File: config.mk
export PLATFORM = sky130hd
export DESIGN_NAME = positional_list_engine
export DESIGN_NICKNAME = d
export VERILOG_FILES = /design/src/sv/ple_pkg.sv /design/src/sv/ple_stats.sv /design/src/sv/positional_list_engine.sv
export SDC_FILE = /design/constraint.sdc
export NUM_CORES = 2
export LEC_CHECK = 0
export BUFFER_PORTS_ARGS = -buffer_cell sky130_fd_sc_hd__buf_2
export CAP_MARGIN = 20
export CORE_MARGIN = 8
export CORE_UTILIZATION = 25
export DETAILED_ROUTE_END_ITERATION = 16
export SLEW_MARGIN = 20
export SYNTH_ARGS = -nofsm -noshare
export SYNTH_HDL_FRONTEND = slang
export SYNTH_HIERARCHICAL = 1
export SYNTH_SLANG_ARGS = --single-unit
File: constraint.sdc
create_clock -name clk_i -period 7.7 [get_ports clk_i]
set_input_delay 0 -clock clk_i [delete_from_list [all_inputs] [get_ports clk_i]]
set_output_delay 0 -clock clk_i [all_outputs]
set_load 0.01 [all_outputs]
File: src/sv/ple_pkg.sv
// ----------------------------------------------------------------------------
// Positional list engine package
// Shared sizes, operation and status codes, and beat types for the list engine.
// ----------------------------------------------------------------------------
package ple_pkg;

  // Number of entries in the element memory.
  localparam int unsigned CAPACITY = 64;
  // Width of a count that can hold CAPACITY itself.
  localparam int unsigned CNT_W = $clog2(CAPACITY + 1);
  // Width of an element memory address.
  localparam int unsigned IDX_W = $clog2(CAPACITY);
  // Width used to compare positions against the list length without overflow.
  localparam int unsigned CMP_W = (CNT_W > 7) ? CNT_W + 1 : 8;

  // Operation codes of an input beat; code 7 behaves as a query.
  typedef enum logic [2:0] {
    OP_INS_FRONT = 3'd0,
    OP_INS_BACK  = 3'd1,
    OP_INS_AT    = 3'd2,
    OP_DEL_FRONT = 3'd3,
    OP_DEL_BACK  = 3'd4,
    OP_DEL_AT    = 3'd5,
    OP_QUERY     = 3'd6
  } op_e;

  // Result status codes.
  typedef enum logic [1:0] {
    ST_OK     = 2'd0,
    ST_BADPOS = 2'd1,
    ST_FULL   = 2'd2,
    ST_EMPTY  = 2'd3
  } status_e;

  // Input beat.
  typedef struct packed {
    logic [2:0]         op;
    logic signed [31:0] value;
    logic [6:0]         position;
  } item_t;

  // Output beat.
  typedef struct packed {
    logic [1:0]         status;
    logic [6:0]         count;
    logic [6:0]         even_count;
    logic [6:0]         odd_count;
    logic signed [31:0] total;
    logic signed [31:0] largest;
    logic signed [31:0] smallest;
    logic               found;
    logic [6:0]         occurrences;
  } result_t;

  // Running statistics over the list, handed from the scan unit to the top.
  typedef struct packed {
    logic [CNT_W-1:0]   evens;
    logic [CNT_W-1:0]   odds;
    logic [CNT_W-1:0]   hits;
    logic signed [31:0] sum;
    logic signed [31:0] big;
    logic signed [31:0] small_val;
  } stats_t;

endpackage

File: src/sv/ple_stats.sv
// ----------------------------------------------------------------------------
// List statistics accumulator
// Folds one element per cycle into parity counts, sum, extremes and key hits.
// ----------------------------------------------------------------------------
module ple_stats (
  input  logic                 clk_i,
  input  logic                 rst_ni,
  input  logic                 clear_i,
  input  logic                 valid_i,
  input  logic signed [31:0]   data_i,
  input  logic signed [31:0]   key_i,
  output ple_pkg::stats_t      stats_o
);

  ple_pkg::stats_t acc_q, acc_d;
  logic            first_q, first_d;

  // Next accumulator value: start empty on clear, otherwise fold one element.
  always_comb begin
    acc_d   = acc_q;
    first_d = first_q;
    if (clear_i) begin
      acc_d.evens     = '0;
      acc_d.odds      = '0;
      acc_d.hits      = '0;
      acc_d.sum       = '0;
      acc_d.big       = -32'sd1;
      acc_d.small_val = -32'sd1;
      first_d         = 1'b1;
    end else if (valid_i) begin
      if (data_i[0]) begin
        acc_d.odds = acc_q.odds + ple_pkg::CNT_W'(1);
      end else begin
        acc_d.evens = acc_q.evens + ple_pkg::CNT_W'(1);
      end
      acc_d.sum = acc_q.sum + data_i;
      if (data_i == key_i) begin
        acc_d.hits = acc_q.hits + ple_pkg::CNT_W'(1);
      end
      // The first element seeds both extremes.
      if (first_q) begin
        acc_d.big       = data_i;
        acc_d.small_val = data_i;
      end else begin
        if (data_i > acc_q.big) begin
          acc_d.big = data_i;
        end
        if (data_i < acc_q.small_val) begin
          acc_d.small_val = data_i;
        end
      end
      first_d = 1'b0;
    end
  end

  always_ff @(posedge clk_i or negedge rst_ni) begin
    if (!rst_ni) begin
      first_q <= 1'b1;
    end else begin
      first_q <= first_d;
    end
  end

  always_ff @(posedge clk_i) begin
    acc_q <= acc_d;
  end

  assign stats_o = acc_q;

endmodule

File: src/sv/positional_list_engine.sv
// ----------------------------------------------------------------------------
// Positional list engine
// Ordered list of signed 32-bit values with positional insert and delete.
// ----------------------------------------------------------------------------
// The list lives in a CAPACITY-entry element memory with one write port and
// one read port with registered read data. An accepted beat first checks its
// position and the fill level, then shifts the entries behind the target
// position one place (one entry per cycle through the read port), writes the
// new value for an insert, and finally scans the whole list to build the
// statistics. The single read port paces both the shift and the scan, and the
// finished result may wait for a free output register. A new beat is taken
// once the previous result has been placed in the output register, even while
// that result still waits to be taken.
module positional_list_engine (
  input  logic                 clk_i,
  input  logic                 rst_ni,
  input  logic                 in_valid_i,
  output logic                 in_ready_o,
  input  ple_pkg::item_t       in_data_i,
  output logic                 out_valid_o,
  input  logic                 out_ready_i,
  output ple_pkg::result_t     out_data_o
);

  localparam int unsigned CNT_W = ple_pkg::CNT_W;
  localparam int unsigned IDX_W = ple_pkg::IDX_W;
  localparam int unsigned CMP_W = ple_pkg::CMP_W;

  typedef enum logic [1:0] {
    S_IDLE,
    S_SHIFT,
    S_SCAN,
    S_DONE
  } state_e;

  state_e             state_q, state_d;
  logic [CNT_W-1:0]   len_q, len_d;
  logic [1:0]         status_q, status_d;
  logic               ins_q, ins_d;
  logic [IDX_W-1:0]   idx_q, idx_d;
  logic signed [31:0] key_q, key_d;
  logic [CNT_W-1:0]   moves_q, moves_d;
  logic [IDX_W-1:0]   rd_addr_q, rd_addr_d;
  logic               wb_q, wb_d;
  logic [IDX_W-1:0]   wb_addr_q, wb_addr_d;
  logic [CNT_W-1:0]   scan_cnt_q, scan_cnt_d;
  logic               scan_vld_q, scan_vld_d;
  logic               out_valid_q, out_valid_d;
  ple_pkg::result_t   out_data_q, out_data_d;

  // Element memory and its port signals.
  logic [31:0]        mem [ple_pkg::CAPACITY];
  logic [31:0]        rdata_q;
  logic [IDX_W-1:0]   raddr;
  logic               we;
  logic [IDX_W-1:0]   waddr;
  logic [31:0]        wdata;

  logic               accept;
  logic               stats_clear;
  logic               shift_done;
  ple_pkg::stats_t    stats;

  // Decode helpers for the incoming beat.
  logic [CMP_W-1:0]   pos_w;
  logic [CMP_W-1:0]   len_w;
  logic [CMP_W-1:0]   tgt_w;
  logic               dec_ins;
  logic               dec_del;
  logic [1:0]         dec_status;

  assign accept      = in_valid_i && in_ready_o;
  assign in_ready_o  = (state_q == S_IDLE);
  assign stats_clear = accept;
  assign shift_done  = (moves_q == '0) && !wb_q;

  // Classify the beat and pick its target index and status.
  always_comb begin
    pos_w      = CMP_W'(in_data_i.position);
    len_w      = CMP_W'(len_q);
    tgt_w      = '0;
    dec_ins    = 1'b0;
    dec_del    = 1'b0;
    dec_status = ple_pkg::ST_OK;
    unique case (in_data_i.op)
      ple_pkg::OP_INS_FRONT, ple_pkg::OP_INS_BACK: begin
        dec_ins = 1'b1;
        tgt_w   = (in_data_i.op == ple_pkg::OP_INS_FRONT) ? '0 : len_w;
        if (len_w >= CMP_W'(ple_pkg::CAPACITY)) begin
          dec_status = ple_pkg::ST_FULL;
        end
      end
      ple_pkg::OP_INS_AT: begin
        dec_ins = 1'b1;
        tgt_w   = pos_w - CMP_W'(1);
        if (pos_w == '0 || pos_w > len_w + CMP_W'(1)) begin
          dec_status = ple_pkg::ST_BADPOS;
        end else if (len_w >= CMP_W'(ple_pkg::CAPACITY)) begin
          dec_status = ple_pkg::ST_FULL;
        end
      end
      ple_pkg::OP_DEL_FRONT, ple_pkg::OP_DEL_BACK: begin
        dec_del = 1'b1;
        tgt_w   = (in_data_i.op == ple_pkg::OP_DEL_FRONT) ? '0 : len_w - CMP_W'(1);
        if (len_w == '0) begin
          dec_status = ple_pkg::ST_EMPTY;
        end
      end
      ple_pkg::OP_DEL_AT: begin
        dec_del = 1'b1;
        tgt_w   = pos_w - CMP_W'(1);
        if (pos_w == '0 || pos_w > len_w) begin
          dec_status = ple_pkg::ST_BADPOS;
        end
      end
      default: begin
      end
    endcase
  end

  // Sequencer: decode, shift, scan, hand over the result.
  always_comb begin
    state_d     = state_q;
    len_d       = len_q;
    status_d    = status_q;
    ins_d       = ins_q;
    idx_d       = idx_q;
    key_d       = key_q;
    moves_d     = moves_q;
    rd_addr_d   = rd_addr_q;
    wb_d        = 1'b0;
    wb_addr_d   = wb_addr_q;
    scan_cnt_d  = scan_cnt_q;
    scan_vld_d  = 1'b0;
    out_valid_d = out_valid_q && !out_ready_i;
    out_data_d  = out_data_q;
    raddr       = rd_addr_q;

    unique case (state_q)
      S_IDLE: begin
        if (accept) begin
          status_d   = dec_status;
          ins_d      = dec_ins;
          idx_d      = IDX_W'(tgt_w);
          key_d      = in_data_i.value;
          scan_cnt_d = '0;
          if (dec_status == ple_pkg::ST_OK && dec_ins) begin
            // Entries tgt..len-1 move up, read from the top down.
            moves_d   = CNT_W'(len_w - tgt_w);
            rd_addr_d = IDX_W'(len_w - CMP_W'(1));
            state_d   = S_SHIFT;
          end else if (dec_status == ple_pkg::ST_OK && dec_del) begin
            // Entries tgt+1..len-1 move down, read from the bottom up.
            moves_d   = CNT_W'(len_w - CMP_W'(1) - tgt_w);
            rd_addr_d = IDX_W'(tgt_w + CMP_W'(1));
            state_d   = S_SHIFT;
          end else begin
            state_d = S_SCAN;
          end
        end
      end
      S_SHIFT: begin
        // Read one entry per cycle; it is written back one place over next cycle.
        if (moves_q != '0) begin
          raddr     = rd_addr_q;
          wb_d      = 1'b1;
          wb_addr_d = ins_q ? rd_addr_q + IDX_W'(1) : rd_addr_q - IDX_W'(1);
          rd_addr_d = ins_q ? rd_addr_q - IDX_W'(1) : rd_addr_q + IDX_W'(1);
          moves_d   = moves_q - CNT_W'(1);
        end else if (!wb_q) begin
          len_d   = ins_q ? len_q + CNT_W'(1) : len_q - CNT_W'(1);
          state_d = S_SCAN;
        end
      end
      S_SCAN: begin
        // Stream the list through the read port into the statistics unit.
        raddr = scan_cnt_q[IDX_W-1:0];
        if (scan_cnt_q != len_q) begin
          scan_vld_d = 1'b1;
          scan_cnt_d = scan_cnt_q + CNT_W'(1);
        end else if (!scan_vld_q) begin
          state_d = S_DONE;
        end
      end
      S_DONE: begin
        // Load the output register once it is free.
        if (!out_valid_q || out_ready_i) begin
          out_valid_d            = 1'b1;
          out_data_d.status      = status_q;
          out_data_d.count       = 7'(len_q);
          out_data_d.even_count  = 7'(stats.evens);
          out_data_d.odd_count   = 7'(stats.odds);
          out_data_d.total       = stats.sum;
          out_data_d.largest     = stats.big;
          out_data_d.smallest    = stats.small_val;
          out_data_d.found       = (stats.hits != '0);
          out_data_d.occurrences = 7'(stats.hits);
          state_d                = S_IDLE;
        end
      end
      default: begin
        state_d = S_IDLE;
      end
    endcase
  end

  always_ff @(posedge clk_i or negedge rst_ni) begin
    if (!rst_ni) begin
      state_q     <= S_IDLE;
      len_q       <= '0;
      status_q    <= '0;
      ins_q       <= 1'b0;
      idx_q       <= '0;
      key_q       <= '0;
      moves_q     <= '0;
      rd_addr_q   <= '0;
      wb_q        <= 1'b0;
      wb_addr_q   <= '0;
      scan_cnt_q  <= '0;
      scan_vld_q  <= 1'b0;
      out_valid_q <= 1'b0;
      out_data_q  <= '0;
    end else begin
      state_q     <= state_d;
      len_q       <= len_d;
      status_q    <= status_d;
      ins_q       <= ins_d;
      idx_q       <= idx_d;
      key_q       <= key_d;
      moves_q     <= moves_d;
      rd_addr_q   <= rd_addr_d;
      wb_q        <= wb_d;
      wb_addr_q   <= wb_addr_d;
      scan_cnt_q  <= scan_cnt_d;
      scan_vld_q  <= scan_vld_d;
      out_valid_q <= out_valid_d;
      out_data_q  <= out_data_d;
    end
  end

  // Write port: shifted entries first, then the inserted value at its slot.
  always_comb begin
    we    = 1'b0;
    waddr = wb_addr_q;
    wdata = rdata_q;
    if (wb_q) begin
      we = 1'b1;
    end else if (state_q == S_SHIFT && shift_done && ins_q) begin
      we    = 1'b1;
      waddr = idx_q;
      wdata = key_q;
    end
  end

  // Element memory with registered read data.
  always_ff @(posedge clk_i) begin
    if (we) begin
      mem[waddr] <= wdata;
    end
    rdata_q <= mem[raddr];
  end

  ple_stats u_stats (
    .clk_i   (clk_i),
    .rst_ni  (rst_ni),
    .clear_i (stats_clear),
    .valid_i (scan_vld_q),
    .data_i  (rdata_q),
    .key_i   (key_q),
    .stats_o (stats)
  );

  assign out_valid_o = out_valid_q;
  assign out_data_o  = out_data_q;

endmodule

Yosys cells after proc, flatten, opt, wreduce, memory -nomap -nowiden. Memories as Yosys holds them, arrays and structs flattened. A register that Yosys moved wholly into a read port is not among the register bits. Index checks and enable logic that the tools add are counted.

Register bits: 324. RAM bits: 2048. Input bits: 46. Output and inout bits: 129. Word-level logic and storage cells: 171. Memories kept: 1.

Add/sub/neg operators: 16. Order comparisons: 5. Eq/ne operators: 19. Muxes and demuxes: 55. Bitwise logic cells: 3. Reduce and logical (&&, ||, !) cells: 43.

Memory list: mem (words 64, bits a word 32, rd ports 1, clocked after memory_dff 1, wr ports 1, RTL line positional_list_engine.sv:52) `logic [31:0] mem [ple_pkg::CAPACITY];`.

Operators by type and width (count): 2-to-1 mux 32 bit (4); 2-to-1 mux 64 bit (1); 2-to-1 mux 7 bit (9); 2-to-1 mux 6 bit (9); adder 7 x 1 -> 7 bit, second input constant (5); adder 32 bit (1); equality test 32 bit (1); greater-than comparator 32 bit (1); < comparator 32 bit (1); case mux 7 bit (2 select lines) (2); subtractor 7 x 1 -> 7 bit, second input constant (4); 2-to-1 mux 2 bit (11); zero test 7 bit (3); case mux 7 bit (3 select lines) (1); case mux 2 bit (4 select lines) (2); AND reduction 2 bit (8); 2-to-1 mux 1 bit (15); inequality test 2 bit, second input constant (7); nonzero test 7 bit (2); subtractor 7 bit (2); adder 6 x 1 -> 6 bit, second input constant (2); case mux 6 bit (2 select lines) (1); nonzero test 2 bit (5); adder 7 x 1 -> 8 bit, second input constant (1); other kinds (23) (43).

Depth between registers and ports, before layout.
Depth in word-level cells: 11. Mapped depth: 21. Depth with buffers taken out: 20.

Hierarchy. The synthesis kept the hierarchy.

By module, submodules not included: positional_list_engine (times used 1, cells each 4694, area each 89734.8 um^2, sequential area each 67294.5 um^2); ple_stats (times used 1, cells each 985, area each 8216.6 um^2, sequential area each 2368.5 um^2).

Worst setup path before layout. OpenSTA, ideal clock, no wires.

Path kind: register to register. Start point: register moves_q[0]. End point: memory mem[35][0], enable pin. Setup time: 0.468 ns. Arrival: 4.601 ns. Required time: 7.232 ns. Path slack: 2.631 ns. Cell stages (with the launch flop): 11. Path buffers: 1. Cell sequence: dfrtp_1 > inv_1 > ha_1 > nor3b_1 > nand4b_1 > or2_1 > clkbuf_1 > nor3b_1 > nor2_1 > or3_1 > nor3b_1.

Longest elaborated chain between the ends: 8. Elaborated cells on any way between the ends: 10. Classes of those cells: 6 x mux; 4 x reduce/logical.

RTL lines: start: declaration (RTL line positional_list_engine.sv:42) `logic [CNT_W-1:0] moves_q, moves_d;`; start signal: assignment (RTL line positional_list_engine.sv:230) `moves_q <= moves_d;`; zero test 7 bit * (RTL line positional_list_engine.sv:75) `assign shift_done = (moves_q == '0) && !wb_q;`; logical AND 1 bit * (RTL line positional_list_engine.sv:75); logical AND 1 bit * (2 in series) (RTL line positional_list_engine.sv:248) `end else if (state_q == S_SHIFT && shift_done && ins_q) begin`; 2-to-1 mux 1 bit (RTL line positional_list_engine.sv:248); 2-to-1 mux 1 bit (RTL line positional_list_engine.sv:246) `if (wb_q) begin`; 2-to-1 mux 1 bit (RTL line positional_list_engine.sv:257) `if (we) begin`; 2-to-1 mux 1 bit (not written as such) (RTL line positional_list_engine.sv:258) `mem[waddr] <= wdata;`; end: declaration (RTL line positional_list_engine.sv:52).

Mark *: on every way between the ends. The rest lies on a longest branch, timed or not.

Final worst setup path.
Start point: register moves_q[0]. End point: memory mem[31][18], enable pin.

The elaborated chain is that of the path after synthesis.

==> results.cfg <==
[yosys]
syn_inst = 5679
netlist.area_leader.share_pct = 62.8
postSynth.asyncResetShare_pct = 8.61
synth_top_cell_by_area = edfxtp_1
yosysWarnings = 6
synth_edf_count = 2048
synth_common_cells = 2,048 x edfxtp_1, 635 x nand2_1, 515 x mux4_2, 264 x nor2_1, 206 x dfrtp_1
synth-seq-cells = 2404
synth_area_leaders = edfxtp_1 63%, mux4_2 12%, dfrtp_1 5.3%, dfxtp_1 3.0%, nand2_1 2.4%
post_synth_num_cell_types = 107
syn_avg_cell_area_sq_um = 17.2
syn-num-nets = 5857
syn_area_sq_um = 98000
yosys_most_used_dff = edfxtp_1
seq_area_frac_synth_pct = 71.1
synthMostInstantiatedCell = edfxtp_1

[worst_setup_path]
setup.worst_path.end_class = register
critPathKind = reg -> reg
cp.arrival_ns = 5.79
path_max_fanout = 41
worstPathRequired_ns = 8.24
critPathLaunchType = register

[drt]
drtIter0Drc = 6531
viasPerCell = 4.76
wirelength_mm = 276
first_pass_iters = 7
vias = 54600
drc = 0
routedWlPerCell_microns = 24.1
ant_nets = 0

[timing]
fin_crit_ns = 5.26
worstMarginPinSlew_ns = 1.10
slew_violations = 0
setup_viol = 0
clock_skew_ns = 0.0808
period_share_pct = 68.3
clock.fmax_ghz = 0.190
hold_violations = 0
rsz0062_at_grt = no
relSlewSlack_pct = 26.6
setup-tns-final_ns = 0

[grt]
grt_pass1_vias = 54100
grt_max_degree = 139
antenna_found_initial = 10
grt_usage_pct = 12.9
busiest_layer = met2
grt_use_met3_pct = 2.76
grt_pass1_wl_mm = 397
grt_util_met1_pct = 17.8
grt_use_met2_pct = 20.1
gr-total-overflow = 0

[pwr]
power_density_nw_per_um2 = 416
leakage_nw = 38.5
vdd_drop_max_mv = 0.381

[run]
cap_violations = 0

[clock_network]
ctsRootBufferMaster = clkbuf_16
clk_pin_slew_ns = 0.06
cts_tree = built
cts_htree_levels = 4
clock_latency_ns = 0.89
cts.sinks = 2404
cts_buffers = 236
cts_resized = 0
clock_path_buffers = 3

[die]
fp.dieArea_sq_um = 412000
coreArea_sq_um = 391000
boundaryPins = 175
start_util_pct = 25.0
die_width_microns = 642
dieHeight_microns = 642
num_rows = 230

[placed_design]
dpl.hpwl_mm = 168
gp_congestion = 0.837
numPortBuffers = 174

[layout]
syn_to_final_growth_pct = 18.2
layout-drive-gt1-share_pct = 24.5
final_util_pct = 29.6
final_nets = 6206

[worst_hold_path]
hold_class = in -> reg

[status]
outcome = completed
[critical path, cell delays in order, from the launching register on]
cell,delay [ns]
dfrtp_1,0.41
inv_1,0.09
ha_1,0.16
nor3b_1,0.34
nand4b_1,0.58
nor2_4,1.01
nand2_1,0.15
nand2_1,0.22
nand2_1,0.62
nor2_4,0.86
buf_4,0.40
[timing repair]
action	in CTS	in global routing
hold buffers	76	0
endpoints found under the hold margin	259	0
buffers inserted	0	0
[report_power, final]
group | switching [mW] | internal, mW
clock | 5.01 | 6.73
combinational | 11.9 | 6.45
sequential | 1.12 | 16.9
total | 18.1 | 30.1
[per-layer routing]
metal	share of wire, %	routed length (microns)
met1	42	117000
met2	45	125000
met3	8.9	24500
met4	3.5	9710
met5	0.0047	13
[kinds of logic (layout without fill, tap and decap cells)]
| logic type | after synthesis | in the layout | share of synthesized area (%) |
|---|---|---|---|
| DFF | 2404 | 2404 | 71.1 |
| other | 0 | 7 | 0 |
| adders and majority gates | 132 | 132 | 1.70 |
| AOI/OAI and AO/OA | 594 | 594 | 4.07 |
| muxes | 780 | 780 | 14.8 |
| xor gates and xnor gates | 103 | 103 | 0.921 |
| and+or+nand+nor | 1237 | 1237 | 5.60 |
| buffers and inverters | 429 | 989 | 1.83 |
[state kept, by name (all words and copies together), names as in the netlist, 6 cells and up]
register,flops
idx_q,6
key_q,32
len_q,7
mem,2048
moves_q,7
out_data_o,127
rd_addr_q,6
rdata_q,32
scan_cnt_q,7
u_stats/stats_o,117
wb_addr_q,6
[worst paths after layout]
| kind | start | to | slack, ns | depth (start not counted) |
|---|---|---|---|---|
| worst max-delay path | moves_q[0] | mem[31][18] | 2.44 | 10 |
| worst min register to register | out_data_o[7] | out_data_o[7] | 0.50 | 2 |
| worst min-delay path | in_data_i[0] | idx_q[5] | 0.08 | 6 |
| min in group asynchronous | rst_ni | out_data_o[83] | 0.32 | 4 |
| worst max register to register | moves_q[0] | mem[31][18] | 2.44 | 10 |
| max in group asynchronous | rst_ni | len_q[0] | 6.41 | 4 |
[cell usage in the layout, fill, tap and decap left out, types with 74 or more instances in the layout]
cell type and n:
a211oi_1 74, a21oi_1 94, buf_2 174, buf_4 104
clkbuf_16 238, dfrtp_1 205, dfxtp_1 149, dlygate4sd3_1 75
edfxtp_1 2048, ha_1 130, inv_1 119, mux2_2 155
mux2i_1 103, mux4_2 515, nand2_1 601, nand3_1 93
nor2_1 201, o21ai_0 135
[stage by stage]
stage	cell area (sq um)	total power, mW	setup WS [ns]	cells	hold WS, ns
floorplan	98000	29.0	2.63	5679	-0.296
global placement	106000	36.3	2.29	10900	0.0294
detailed placement	107000	36.7	2.38	10900	0.0343
CTS	116000	48.4	2.35	11500	0.00304
global route	116000	50.1	1.98	11500	0.0768
finish	116000	48.2	2.44	11500	0.0823
[area by class of cell]
cell class                 instances  area (sq um)
multi-input combinational       2846         27200
timing repair buffer             419          3880
sequential                      2404         69700
tap                             5220          6530
antenna                            7          17.5
clock buffer                     323          6610
clock inverter                   126          1420
inverter                         121           459
fill                           38200        276000
No activity file was read; power rests on OpenSTA's default activity.
